--- src/hw/rtl/ile_pkg.sv ---
// ile_pkg: shared types and constants for the indexed list engine
// field widths, action and status codes, controller to datapath command and status structs
// no dependencies
package ile_pkg;

    localparam int ACTION_W = 4;
    localparam int POS_W    = 6;
    localparam int VALUE_W  = 32;
    localparam int STATUS_W = 3;
    localparam int INDEX_W  = 6;
    localparam int COUNT_W  = 7;

    typedef enum logic [ACTION_W-1:0] {
        ACT_INSERT_AT    = 4'd0,
        ACT_INSERT_FIRST = 4'd1,
        ACT_INSERT_LAST  = 4'd2,
        ACT_DELETE_AT    = 4'd3,
        ACT_DELETE_FIRST = 4'd4,
        ACT_DELETE_LAST  = 4'd5,
        ACT_GET          = 4'd6,
        ACT_SEARCH       = 4'd7,
        ACT_REVERSE      = 4'd8
    } t_action;

    typedef enum logic [STATUS_W-1:0] {
        ST_OK       = 3'd0,
        ST_FULL     = 3'd1,
        ST_RANGE    = 3'd2,
        ST_EMPTY    = 3'd3,
        ST_NOTFOUND = 3'd4
    } t_status;

    typedef enum logic [2:0] {
        RS_HI_M1 = 3'd0,
        RS_LO_P1 = 3'd1,
        RS_LO    = 3'd2,
        RS_HI    = 3'd3,
        RS_POS   = 3'd4
    } t_rsel;

    typedef enum logic [1:0] {
        WS_HI_RDATA = 2'd0,
        WS_LO_VAL   = 2'd1,
        WS_LO_RDATA = 2'd2,
        WS_HI_TMP   = 2'd3
    } t_wsel;

    typedef struct packed {
        logic    load;
        logic    ptr_init;
        logic    rd_en;
        t_rsel   rd_sel;
        logic    wr_en;
        t_wsel   wr_sel;
        logic    tmp_load;
        logic    lo_inc;
        logic    hi_dec;
        logic    cnt_inc;
        logic    cnt_dec;
        logic    out_load;
        t_status res_status;
        logic    res_rd;
        logic    res_idx;
    } t_cmd;

    typedef struct packed {
        logic [ACTION_W-1:0] act;
        logic                full;
        logic                empty;
        logic                ins_bad;
        logic                del_bad;
        logic                get_bad;
        logic                more;
        logic                match;
    } t_stat;

endpackage

--- src/hw/rtl/ile_if.sv ---
// ile_in_if / ile_out_if: valid-ready channels of the indexed list engine
// depends on ile_pkg for field widths
interface ile_in_if;
    logic                                valid;
    logic                                ready;
    logic        [ile_pkg::ACTION_W-1:0] action;
    logic        [ile_pkg::POS_W-1:0]    position;
    logic signed [ile_pkg::VALUE_W-1:0]  value;

    modport source (output valid, action, position, value, input ready);
    modport sink   (input valid, action, position, value, output ready);
endinterface

interface ile_out_if;
    logic                                valid;
    logic                                ready;
    logic        [ile_pkg::STATUS_W-1:0] status;
    logic signed [ile_pkg::VALUE_W-1:0]  read_value;
    logic        [ile_pkg::INDEX_W-1:0]  found_index;
    logic        [ile_pkg::COUNT_W-1:0]  element_count;

    modport source (output valid, status, read_value, found_index, element_count, input ready);
    modport sink   (input valid, status, read_value, found_index, element_count, output ready);
endinterface

--- src/hw/rtl/ile_dpath.sv ---
// ile_dpath: element store, count, walk pointers and result register
// depends on ile_pkg; driven by ile_ctrl through t_cmd, reports through t_stat
module ile_dpath #(
    parameter int CAPACITY = 64
) (
    input  logic                                i_clk,
    input  logic                                i_rst_n,
    input  logic        [ile_pkg::ACTION_W-1:0] i_action,
    input  logic        [ile_pkg::POS_W-1:0]    i_position,
    input  logic signed [ile_pkg::VALUE_W-1:0]  i_value,
    input  ile_pkg::t_cmd                       i_cmd,
    output ile_pkg::t_stat                      o_stat,
    output logic        [ile_pkg::STATUS_W-1:0] o_status,
    output logic signed [ile_pkg::VALUE_W-1:0]  o_read_value,
    output logic        [ile_pkg::INDEX_W-1:0]  o_found_index,
    output logic        [ile_pkg::COUNT_W-1:0]  o_element_count
);
    localparam int AW = $clog2(CAPACITY);
    localparam int CW = $clog2(CAPACITY + 1);
    localparam int KW = (CW > ile_pkg::COUNT_W) ? CW : ile_pkg::COUNT_W;

    logic        [ile_pkg::VALUE_W-1:0]  r_mem [CAPACITY];
    logic        [ile_pkg::VALUE_W-1:0]  r_rdata;
    logic        [ile_pkg::VALUE_W-1:0]  r_tmp;
    logic        [ile_pkg::ACTION_W-1:0] r_act;
    logic        [ile_pkg::POS_W-1:0]    r_pos;
    logic        [ile_pkg::VALUE_W-1:0]  r_val;
    logic        [KW-1:0]                r_count;
    logic        [KW-1:0]                r_lo;
    logic        [KW-1:0]                r_hi;

    logic        [KW-1:0]                w_pos;
    logic        [KW-1:0]                w_at_ins;
    logic        [KW-1:0]                w_at_del;
    logic        [KW-1:0]                w_hi_m1;
    logic        [KW-1:0]                w_lo_p1;
    logic        [KW-1:0]                w_cnt_m1;
    logic        [AW-1:0]                w_ra;
    logic        [AW-1:0]                w_wa;
    logic        [ile_pkg::VALUE_W-1:0]  w_wd;

    assign w_pos    = {{(KW - ile_pkg::POS_W){1'b0}}, r_pos};
    assign w_hi_m1  = r_hi - KW'(1);
    assign w_lo_p1  = r_lo + KW'(1);
    assign w_cnt_m1 = r_count - KW'(1);

    always_comb begin
        case (r_act)
            ile_pkg::ACT_INSERT_AT:    w_at_ins = w_pos;
            ile_pkg::ACT_INSERT_FIRST: w_at_ins = '0;
            default:                   w_at_ins = r_count;
        endcase
        case (r_act)
            ile_pkg::ACT_DELETE_AT:    w_at_del = w_pos;
            ile_pkg::ACT_DELETE_FIRST: w_at_del = '0;
            default:                   w_at_del = w_cnt_m1;
        endcase
    end

    always_comb begin
        o_stat.act     = r_act;
        o_stat.full    = (r_count >= KW'(CAPACITY));
        o_stat.empty   = (r_count == '0);
        o_stat.ins_bad = (w_at_ins > r_count);
        o_stat.del_bad = (w_at_del >= r_count);
        o_stat.get_bad = (w_pos >= r_count);
        o_stat.more    = (r_lo < r_hi);
        o_stat.match   = (r_rdata == r_val);
    end

    always_comb begin
        unique case (i_cmd.rd_sel)
            ile_pkg::RS_HI_M1: w_ra = w_hi_m1[AW-1:0];
            ile_pkg::RS_LO_P1: w_ra = w_lo_p1[AW-1:0];
            ile_pkg::RS_LO:    w_ra = r_lo[AW-1:0];
            ile_pkg::RS_HI:    w_ra = r_hi[AW-1:0];
            ile_pkg::RS_POS:   w_ra = w_pos[AW-1:0];
            default:           w_ra = r_lo[AW-1:0];
        endcase
        unique case (i_cmd.wr_sel)
            ile_pkg::WS_HI_RDATA: begin
                w_wa = r_hi[AW-1:0];
                w_wd = r_rdata;
            end
            ile_pkg::WS_LO_VAL: begin
                w_wa = r_lo[AW-1:0];
                w_wd = r_val;
            end
            ile_pkg::WS_LO_RDATA: begin
                w_wa = r_lo[AW-1:0];
                w_wd = r_rdata;
            end
            ile_pkg::WS_HI_TMP: begin
                w_wa = r_hi[AW-1:0];
                w_wd = r_tmp;
            end
            default: begin
                w_wa = r_lo[AW-1:0];
                w_wd = r_rdata;
            end
        endcase
    end

    // single write, single registered read
    always_ff @(posedge i_clk) begin
        if (i_cmd.wr_en) begin
            r_mem[w_wa] <= w_wd;
        end
        if (i_cmd.rd_en) begin
            r_rdata <= r_mem[w_ra];
        end
    end

    always_ff @(posedge i_clk) begin
        if (i_cmd.load) begin
            r_act <= i_action;
            r_pos <= i_position;
            r_val <= i_value;
        end
        if (i_cmd.tmp_load) begin
            r_tmp <= r_rdata;
        end
    end

    always_ff @(posedge i_clk) begin
        if (i_cmd.ptr_init) begin
            case (r_act) inside
                ile_pkg::ACT_INSERT_AT, ile_pkg::ACT_INSERT_FIRST,
                ile_pkg::ACT_INSERT_LAST: begin
                    r_lo <= w_at_ins;
                    r_hi <= r_count;
                end
                ile_pkg::ACT_DELETE_AT, ile_pkg::ACT_DELETE_FIRST,
                ile_pkg::ACT_DELETE_LAST: begin
                    r_lo <= w_at_del;
                    r_hi <= w_cnt_m1;
                end
                ile_pkg::ACT_SEARCH: begin
                    r_lo <= '0;
                    r_hi <= r_count;
                end
                ile_pkg::ACT_REVERSE: begin
                    r_lo <= '0;
                    r_hi <= (r_count == '0) ? '0 : w_cnt_m1;
                end
                default: begin
                    r_lo <= r_lo;
                    r_hi <= r_hi;
                end
            endcase
        end else begin
            if (i_cmd.lo_inc) begin
                r_lo <= w_lo_p1;
            end
            if (i_cmd.hi_dec) begin
                r_hi <= w_hi_m1;
            end
        end
    end

    always_ff @(posedge i_clk) begin
        if (!i_rst_n) begin
            r_count <= '0;
        end else if (i_cmd.cnt_inc) begin
            r_count <= r_count + KW'(1);
        end else if (i_cmd.cnt_dec) begin
            r_count <= w_cnt_m1;
        end
    end

    // result beat register
    always_ff @(posedge i_clk) begin
        if (i_cmd.out_load) begin
            o_status        <= i_cmd.res_status;
            o_read_value    <= i_cmd.res_rd ? r_rdata : '0;
            o_found_index   <= i_cmd.res_idx ? r_lo[ile_pkg::INDEX_W-1:0] : '0;
            o_element_count <= r_count[ile_pkg::COUNT_W-1:0];
        end
    end

endmodule

--- src/hw/rtl/ile_ctrl.sv ---
// ile_ctrl: sequencer for the indexed list engine
// depends on ile_pkg; commands ile_dpath through t_cmd, reads t_stat back
module ile_ctrl (
    input  logic           i_clk,
    input  logic           i_rst_n,
    input  logic           i_in_valid,
    output logic           o_in_ready,
    output logic           o_out_valid,
    input  logic           i_out_ready,
    output ile_pkg::t_cmd  o_cmd,
    input  ile_pkg::t_stat i_stat
);
    typedef enum logic [13:0] {
        S_IDLE      = 14'b00000000000001,
        S_DECODE    = 14'b00000000000010,
        S_INS_LOOP  = 14'b00000000000100,
        S_INS_WR    = 14'b00000000001000,
        S_DEL_LOOP  = 14'b00000000010000,
        S_DEL_WR    = 14'b00000000100000,
        S_GET_RD    = 14'b00000001000000,
        S_SRCH_LOOP = 14'b00000010000000,
        S_SRCH_CMP  = 14'b00000100000000,
        S_REV_LOOP  = 14'b00001000000000,
        S_REV_RD_HI = 14'b00010000000000,
        S_REV_WR_LO = 14'b00100000000000,
        S_REV_WR_HI = 14'b01000000000000,
        S_DONE      = 14'b10000000000000
    } t_state;

    t_state           r_state;
    t_state           n_state;
    ile_pkg::t_status r_status;
    ile_pkg::t_status n_status;
    logic             r_res_rd;
    logic             n_res_rd;
    logic             r_res_idx;
    logic             n_res_idx;
    logic             r_out_valid;
    logic             n_out_valid;

    always_comb begin
        n_state     = r_state;
        n_status    = r_status;
        n_res_rd    = r_res_rd;
        n_res_idx   = r_res_idx;
        n_out_valid = r_out_valid;
        o_in_ready  = 1'b0;

        o_cmd            = '0;
        o_cmd.rd_sel     = ile_pkg::RS_LO;
        o_cmd.wr_sel     = ile_pkg::WS_LO_RDATA;
        o_cmd.res_status = r_status;
        o_cmd.res_rd     = r_res_rd;
        o_cmd.res_idx    = r_res_idx;

        if (r_out_valid && i_out_ready) begin
            n_out_valid = 1'b0;
        end

        unique case (r_state)
            S_IDLE: begin
                o_in_ready = 1'b1;
                if (i_in_valid) begin
                    o_cmd.load = 1'b1;
                    n_state    = S_DECODE;
                end
            end
            S_DECODE: begin
                n_status  = ile_pkg::ST_OK;
                n_res_rd  = 1'b0;
                n_res_idx = 1'b0;
                case (i_stat.act) inside
                    ile_pkg::ACT_INSERT_AT, ile_pkg::ACT_INSERT_FIRST,
                    ile_pkg::ACT_INSERT_LAST: begin
                        if (i_stat.full) begin
                            n_status = ile_pkg::ST_FULL;
                            n_state  = S_DONE;
                        end else if (i_stat.ins_bad) begin
                            n_status = ile_pkg::ST_RANGE;
                            n_state  = S_DONE;
                        end else begin
                            o_cmd.ptr_init = 1'b1;
                            n_state        = S_INS_LOOP;
                        end
                    end
                    ile_pkg::ACT_DELETE_AT, ile_pkg::ACT_DELETE_FIRST,
                    ile_pkg::ACT_DELETE_LAST: begin
                        if (i_stat.empty) begin
                            n_status = ile_pkg::ST_EMPTY;
                            n_state  = S_DONE;
                        end else if (i_stat.del_bad) begin
                            n_status = ile_pkg::ST_RANGE;
                            n_state  = S_DONE;
                        end else begin
                            o_cmd.ptr_init = 1'b1;
                            n_state        = S_DEL_LOOP;
                        end
                    end
                    ile_pkg::ACT_GET: begin
                        if (i_stat.get_bad) begin
                            n_status = ile_pkg::ST_RANGE;
                            n_state  = S_DONE;
                        end else begin
                            n_state = S_GET_RD;
                        end
                    end
                    ile_pkg::ACT_SEARCH: begin
                        n_status       = ile_pkg::ST_NOTFOUND;
                        o_cmd.ptr_init = 1'b1;
                        n_state        = S_SRCH_LOOP;
                    end
                    ile_pkg::ACT_REVERSE: begin
                        o_cmd.ptr_init = 1'b1;
                        n_state        = S_REV_LOOP;
                    end
                    default: begin
                        n_state = S_DONE;
                    end
                endcase
            end
            S_INS_LOOP: begin
                if (i_stat.more) begin
                    o_cmd.rd_en  = 1'b1;
                    o_cmd.rd_sel = ile_pkg::RS_HI_M1;
                    n_state      = S_INS_WR;
                end else begin
                    o_cmd.wr_en   = 1'b1;
                    o_cmd.wr_sel  = ile_pkg::WS_LO_VAL;
                    o_cmd.cnt_inc = 1'b1;
                    n_state       = S_DONE;
                end
            end
            S_INS_WR: begin
                o_cmd.wr_en  = 1'b1;
                o_cmd.wr_sel = ile_pkg::WS_HI_RDATA;
                o_cmd.hi_dec = 1'b1;
                n_state      = S_INS_LOOP;
            end
            S_DEL_LOOP: begin
                if (i_stat.more) begin
                    o_cmd.rd_en  = 1'b1;
                    o_cmd.rd_sel = ile_pkg::RS_LO_P1;
                    n_state      = S_DEL_WR;
                end else begin
                    o_cmd.cnt_dec = 1'b1;
                    n_state       = S_DONE;
                end
            end
            S_DEL_WR: begin
                o_cmd.wr_en  = 1'b1;
                o_cmd.wr_sel = ile_pkg::WS_LO_RDATA;
                o_cmd.lo_inc = 1'b1;
                n_state      = S_DEL_LOOP;
            end
            S_GET_RD: begin
                o_cmd.rd_en  = 1'b1;
                o_cmd.rd_sel = ile_pkg::RS_POS;
                n_res_rd     = 1'b1;
                n_state      = S_DONE;
            end
            S_SRCH_LOOP: begin
                if (i_stat.more) begin
                    o_cmd.rd_en  = 1'b1;
                    o_cmd.rd_sel = ile_pkg::RS_LO;
                    n_state      = S_SRCH_CMP;
                end else begin
                    n_state = S_DONE;
                end
            end
            S_SRCH_CMP: begin
                if (i_stat.match) begin
                    n_status  = ile_pkg::ST_OK;
                    n_res_idx = 1'b1;
                    n_state   = S_DONE;
                end else begin
                    o_cmd.lo_inc = 1'b1;
                    n_state      = S_SRCH_LOOP;
                end
            end
            S_REV_LOOP: begin
                if (i_stat.more) begin
                    o_cmd.rd_en  = 1'b1;
                    o_cmd.rd_sel = ile_pkg::RS_LO;
                    n_state      = S_REV_RD_HI;
                end else begin
                    n_state = S_DONE;
                end
            end
            S_REV_RD_HI: begin
                o_cmd.tmp_load = 1'b1;
                o_cmd.rd_en    = 1'b1;
                o_cmd.rd_sel   = ile_pkg::RS_HI;
                n_state        = S_REV_WR_LO;
            end
            S_REV_WR_LO: begin
                o_cmd.wr_en  = 1'b1;
                o_cmd.wr_sel = ile_pkg::WS_LO_RDATA;
                n_state      = S_REV_WR_HI;
            end
            S_REV_WR_HI: begin
                o_cmd.wr_en  = 1'b1;
                o_cmd.wr_sel = ile_pkg::WS_HI_TMP;
                o_cmd.lo_inc = 1'b1;
                o_cmd.hi_dec = 1'b1;
                n_state      = S_REV_LOOP;
            end
            S_DONE: begin
                if (!r_out_valid || i_out_ready) begin
                    o_cmd.out_load = 1'b1;
                    n_out_valid    = 1'b1;
                    n_state        = S_IDLE;
                end
            end
            default: begin
                n_state = S_IDLE;
            end
        endcase
    end

    always_ff @(posedge i_clk) begin
        if (!i_rst_n) begin
            r_state     <= S_IDLE;
            r_status    <= ile_pkg::ST_OK;
            r_res_rd    <= 1'b0;
            r_res_idx   <= 1'b0;
            r_out_valid <= 1'b0;
        end else begin
            r_state     <= n_state;
            r_status    <= n_status;
            r_res_rd    <= n_res_rd;
            r_res_idx   <= n_res_idx;
            r_out_valid <= n_out_valid;
        end
    end

    assign o_out_valid = r_out_valid;

endmodule

--- src/hw/rtl/indexed_list_engine.sv ---
// indexed_list_engine: ordered list of signed 32-bit values with insert, delete, get,
// search and reverse; depends on ile_pkg, ile_if, ile_ctrl and ile_dpath
//
//   channel  dir  payload                                          beat when
//   i_in     in   action, position, value                          valid && ready
//   o_out    out  status, read_value, found_index, element_count   valid && ready
//
// one item at a time through the single-port element store: insert/delete shift each
// entry between the position and the end, search inspects entries in order until a
// match, reverse swaps pairs from both ends inward; the next item is taken while a
// result beat waits, and a finished item holds in its done state until that earlier
// beat leaves
// synchronous active-low reset clears the count; store contents are not cleared
module indexed_list_engine #(
    parameter int CAPACITY = 64
) (
    input  logic      i_clk,
    input  logic      i_rst_n,
    ile_in_if.sink    i_in,
    ile_out_if.source o_out
);
    ile_pkg::t_cmd  w_cmd;
    ile_pkg::t_stat w_stat;
    logic           w_in_ready;
    logic           w_out_valid;

    ile_ctrl u_ctrl (
        .i_clk       (i_clk),
        .i_rst_n     (i_rst_n),
        .i_in_valid  (i_in.valid),
        .o_in_ready  (w_in_ready),
        .o_out_valid (w_out_valid),
        .i_out_ready (o_out.ready),
        .o_cmd       (w_cmd),
        .i_stat      (w_stat)
    );

    ile_dpath #(
        .CAPACITY (CAPACITY)
    ) u_dpath (
        .i_clk           (i_clk),
        .i_rst_n         (i_rst_n),
        .i_action        (i_in.action),
        .i_position      (i_in.position),
        .i_value         (i_in.value),
        .i_cmd           (w_cmd),
        .o_stat          (w_stat),
        .o_status        (o_out.status),
        .o_read_value    (o_out.read_value),
        .o_found_index   (o_out.found_index),
        .o_element_count (o_out.element_count)
    );

    assign i_in.ready  = w_in_ready;
    assign o_out.valid = w_out_valid;

endmodule
--- src/flat_wrapper.sv ---
// flat-port wrapper written by rule: the top's interface ports become plain ports
module indexed_list_engine_flat 
#(
    parameter int CAPACITY = 64
)
  (i_clk, i_rst_n, i_in_valid, i_in_action, i_in_position, i_in_value, i_in_ready, o_out_valid, o_out_status, o_out_read_value, o_out_found_index, o_out_element_count, o_out_ready);
  ile_in_if i_in_i ();
  ile_out_if o_out_i ();
  input  logic i_clk;
  input  logic i_rst_n;
  input wire logic [$bits(i_in_i.valid)-1:0] i_in_valid;
  input wire logic [$bits(i_in_i.action)-1:0] i_in_action;
  input wire logic [$bits(i_in_i.position)-1:0] i_in_position;
  input wire logic [$bits(i_in_i.value)-1:0] i_in_value;
  output wire logic [$bits(i_in_i.ready)-1:0] i_in_ready;
  output wire logic [$bits(o_out_i.valid)-1:0] o_out_valid;
  output wire logic [$bits(o_out_i.status)-1:0] o_out_status;
  output wire logic [$bits(o_out_i.read_value)-1:0] o_out_read_value;
  output wire logic [$bits(o_out_i.found_index)-1:0] o_out_found_index;
  output wire logic [$bits(o_out_i.element_count)-1:0] o_out_element_count;
  input wire logic [$bits(o_out_i.ready)-1:0] o_out_ready;
  assign i_in_i.valid = i_in_valid;
  assign i_in_i.action = i_in_action;
  assign i_in_i.position = i_in_position;
  assign i_in_i.value = i_in_value;
  assign i_in_ready = i_in_i.ready;
  assign o_out_valid = o_out_i.valid;
  assign o_out_status = o_out_i.status;
  assign o_out_read_value = o_out_i.read_value;
  assign o_out_found_index = o_out_i.found_index;
  assign o_out_element_count = o_out_i.element_count;
  assign o_out_i.ready = o_out_ready;
  indexed_list_engine #(.CAPACITY(CAPACITY)) u_core (.i_clk(i_clk), .i_rst_n(i_rst_n), .i_in(i_in_i), .o_out(o_out_i));
endmodule
--- config.mk ---
export PLATFORM = sky130hd
export DESIGN_NAME = indexed_list_engine_flat
export DESIGN_NICKNAME = d
export VERILOG_FILES = /design/src/hw/rtl/ile_pkg.sv /design/src/hw/rtl/ile_if.sv /design/src/hw/rtl/ile_dpath.sv /design/src/hw/rtl/ile_ctrl.sv /design/src/hw/rtl/indexed_list_engine.sv /design/src/flat_wrapper.sv
export SDC_FILE = /design/constraint.sdc
export NUM_CORES = 2
export LEC_CHECK = 0
export BUFFER_PORTS_ARGS = -buffer_cell sky130_fd_sc_hd__buf_2
export CAP_MARGIN = 20
export CORE_ASPECT_RATIO = 1.5
export CORE_MARGIN = 5
export CORE_UTILIZATION = 25
export DETAILED_ROUTE_END_ITERATION = 8
export PLACE_DENSITY = 0.49
export SYNTH_ARGS = -nofsm -noshare
export SYNTH_HDL_FRONTEND = slang
export SYNTH_HIERARCHICAL = 1
export SYNTH_SLANG_ARGS = --single-unit
--- constraint.sdc ---
create_clock -name i_clk -period 7.9 [get_ports i_clk]
set_clock_uncertainty 0.05 [all_clocks]
set_input_delay 0.79 -clock i_clk [delete_from_list [all_inputs] [get_ports i_clk]]
set_output_delay 0.79 -clock i_clk [all_outputs]
set_load 0.05 [all_outputs]
==> impl_results.md <==
- Initial antenna violation count: 13
- Cell row count: 267
- Yosys reg bits: roughly 2.2k
- CP Data Required Time: approximately 8.4 ns
- Post-Synthesis Cells: 5263
- Post-DP HPWL: 175000 um
- Die Area: 365000 sq um
- Synth Flop Type: edfxtp_1
- Resized Gates After CTS: 0
- Clock Path Buffers: 4
- Total gr overflow: 0
- Peak Freq: approximately 150 MHz
- I/O Buffers: 95
- Initial Utilization: 25.1%
- Height of the die: 738 um
- DRT antenna net count: 0
- EDFF count, synth: 2216
- Synth cell count leaders: 2216 x edfxtp_1, 841 x nand2_1, 329 x nand3_1
- Sequential area share after synthesis: roughly 76%
- Post-synth top area cell: edfxtp_1
- Crit-path max FO: 20
- First-pass GRT wire length: 398000 um
- Worst-Margin Slew: 1.11 ns
- Critical path capture point type: flop
- Largest net degree at the start of global routing: 90
- Share of the synthesized area in the top cell type: 75.4%
- Worst IR Drop VDD: 183 uV
- Syn Nets: 5343
- Max-cap violations: 0
- Seq pwr share: 56.3%
- Num ports: 96
- Top cells by area, synth: edfxtp_1 75%, mux4_2 6.4%, nand2_1 3.6%, nand3_1 1.9%, o2111ai_1 1.5%
- Synth Warn #: 6
- Root buffer cell: clkbuf_16
- Placer Congestion: 0.815
- Synth unique cells: 84
- Count leader, synth: edfxtp_1
- Sink count of the clock tree: 2243
- Number of global-route vias before repair: 50.2k
- # fillers: 34.9k
- Fin area: 104000 sq um
- Switching power: about 4600 uW
- Final Net Count: roughly 5.6k
- P_int: 18400 uW
- RSZ-0062 raised after global routing: false
- Placed Area: 97100 sq um
- Core area: 352000 sq um
- Ratio of cells with drive above 1 in the final layout: approximately a fifth
- Setup CP Type: reg -> reg
- PD cells: ~220 nW/um^2
- Reg clk slew, reported paths: 0.07 ns
- Post-DR wirelength/cell: 27.3 um
- Post-Syn Area: around 90000 sq um
- Sw Ratio: approximately 20%
- Setup slack at placement: 1.23 ns
- Number of DRC markers in iteration 0: 4849
- Worst rel slew slack: between 20% and 30%
- WL final: 284000 um
- Crit path time final: around 6.6 ns
- Clk Latency, worst-skew pair: 0.87 ns
- Mean number of vias per cell: 4.81
- P_leak: 0.0321 uW
- Via count: ~50k
- Combinational power share: 1.0%
- Total chip power: 23000 uW
- Hold Crit Class: in -> reg
- Critical Path AT: roughly 7.1 ns
- CTS tree: yes
- Post-route DRC: 0
- Total GRT Usage: 15.1%
- Drt first pass iters: 7
- Htree depth: 4
- Final Hold Viols: 0
- Status: complete, no violations
- Area Overhead vs Synth: 17.5%
- Final setup TNS: 0 ns
- Slew Limit Fails: 0
- Final worst path period share: 83.5%
- Post-layout util: between 20% and 30%
- CTS Buf Count: just over 200
- Clk pwr share: between 40% and 50%
- Fraction of registers with async set/reset: 0%
- CP Launch Type: flop
- Synthesized area per cell: 16.8 sq um
- Die width: 495 um
- Setup ws final: ~1.3 ns
- # setup viols final: 0
[power by group through the flow]
stage	clock (uW)	sequential [uW]	combinational, uW
finish	9830	12900	219
global route	10500	12900	236
CTS	10100	12900	218
detailed placement	0	13200	215
global placement	0	13200	212
floorplan	0	13200	130
[layout make-up]
class	count	area, sq um	share of cell area, %
Antenna cell	36	90.1	0.0868
Clock buffer	244	5270	5.07
Clock inverter	109	1110	1.07
Inverter	32	120	0.116
Multi-Input combinational cell	2660	20600	19.8
Sequential cell	2243	67100	64.7
Tap cell	4707	5890	5.68
Timing Repair Buffer	406	3630	3.50
[critical path: stages, from the launching register on]
cell,delay [ns]
edfxtp_1,0.59
ha_1,0.38
a21o_1,0.16
a21o_1,0.18
a21oi_1,0.15
nor2b_1,0.06
o21ai_0,0.16
nand2b_1,0.13
a21oi_1,0.16
buf_4,0.16
nor2_1,0.05
or3_1,0.55
or3b_4,0.50
o221ai_2,0.26
or2_4,0.44
buf_12,0.28
buf_4,0.38
mux4_2,0.54
o2111ai_1,0.63
and4_1,0.40
nand4_1,0.11
[cell usage in the layout, fill, tap and decap left out, types with 13 or more instances in the layout]
| cell type | netlist | routed |
|---|---|---|
| dfxtp_1 | 27 | 27 |
| buf_4 | 18 | 242 |
| a221oi_2 | 30 | 30 |
| edfxtp_1 | 2216 | 2216 |
| xnor2_1 | 17 | 17 |
| clkbuf_1 | 154 | 39 |
| buf_2 | 113 | 95 |
| nor2_4 | 2 | 71 |
| nor2_1 | 125 | 56 |
| nor2b_1 | 18 | 17 |
| a22o_1 | 34 | 34 |
| o21ai_4 | 0 | 32 |
| buf_12 | 0 | 63 |
| nand2b_1 | 21 | 21 |
| a221o_1 | 63 | 63 |
| a22oi_1 | 69 | 69 |
| xor2_1 | 33 | 33 |
| bufinv_16 | 0 | 21 |
| o211ai_1 | 43 | 43 |
| clkbuf_16 | 0 | 204 |
| nand3_1 | 329 | 328 |
| mux2i_1 | 46 | 46 |
| diode_2 | 0 | 36 |
| mux4_2 | 251 | 251 |
| clkinv_2 | 0 | 30 |
| nand4_1 | 50 | 50 |
| ha_1 | 34 | 33 |
| o21a_1 | 13 | 13 |
| and2_1 | 48 | 46 |
| a21oi_1 | 185 | 184 |
| clkinv_1 | 0 | 42 |
| nor3_1 | 15 | 14 |
| inv_1 | 32 | 32 |
| o2111ai_1 | 151 | 150 |
| o21ai_0 | 68 | 35 |
| nand2_1 | 841 | 840 |
| and4_1 | 32 | 32 |
[kinds of logic (layout without fill, tap and decap cells)]
logic type | Yosys count | count (layout) | synth area share, %
buffers and inverters | 360 | 791 | 1.86
DFF | 2243 | 2243 | 76.0
AOI/OAI and AO/OA | 724 | 724 | 6.19
other | 0 | 36 | 0
adders and majority gates | 34 | 34 | 0.482
xor gates and xnor gates | 50 | 50 | 0.496
and+or+nand+nor | 1554 | 1554 | 8.07
muxes | 298 | 298 | 6.94
[metal layers]
layer,vias to the layer above,share of wire (%),track usage (%)
li1,21389,-,-
met1,26845,38,18.0
met2,1633,53,28.1
met3,384,4.6,1.43
met4,2,3.6,5.28
met5,-,0.0067,0
[flip-flops by register name (all words and copies together) (netlist names)]
signal                          count
u_core/u_dpath/o_status             3
u_core/u_dpath/r_mem             2048
u_core/u_dpath/r_val               32
u_core/u_ctrl/r_status              3
u_core/u_dpath/o_element_count      7
u_core/u_ctrl/r_res_idx             1
u_core/u_dpath/r_count              7
u_core/u_dpath/r_hi                 7
u_core/u_ctrl/r_res_rd              1
u_core/u_ctrl/o_out_valid           1
u_core/u_dpath/o_found_index        6
u_core/u_dpath/r_rdata             32
u_core/u_dpath/o_read_value        32
u_core/u_dpath/r_lo                 7
u_core/u_dpath/r_pos                6
u_core/u_ctrl/r_state              14
u_core/u_dpath/r_tmp               32
u_core/u_dpath/r_act                4
[worst paths after layout]
check / from / to / slack, ns / depth (start not counted)
hold / removal: i_in_value[5] / u_core/u_dpath/r_val[5] / 0.07 / 1
setup / recovery: u_core/u_dpath/r_lo[1] / u_core/u_dpath/r_rdata[3] / 1.30 / 20
hold reg to reg: u_core/u_ctrl/r_status[2] / u_core/u_dpath/o_status[2] / 0.37 / 0
setup reg to reg: u_core/u_dpath/r_lo[1] / u_core/u_dpath/r_rdata[3] / 1.30 / 20
[metrics by stage]
step                instances  hold WS, ns
finish                  10437       0.0658
global route            10432       0.0211
CTS                     10397   0.00000161
detailed placement      10039        0.374
global placement        10037        0.370
floorplan                5263        0.350
[timing repair]
| action | CTS | global route |
|---|---|---|
| buffers inserted | 0 | 0 |
| hold buffers | 5 | 0 |
| hold endpoints to repair | 5 | 0 |
(Power assumes the default switching activity.)
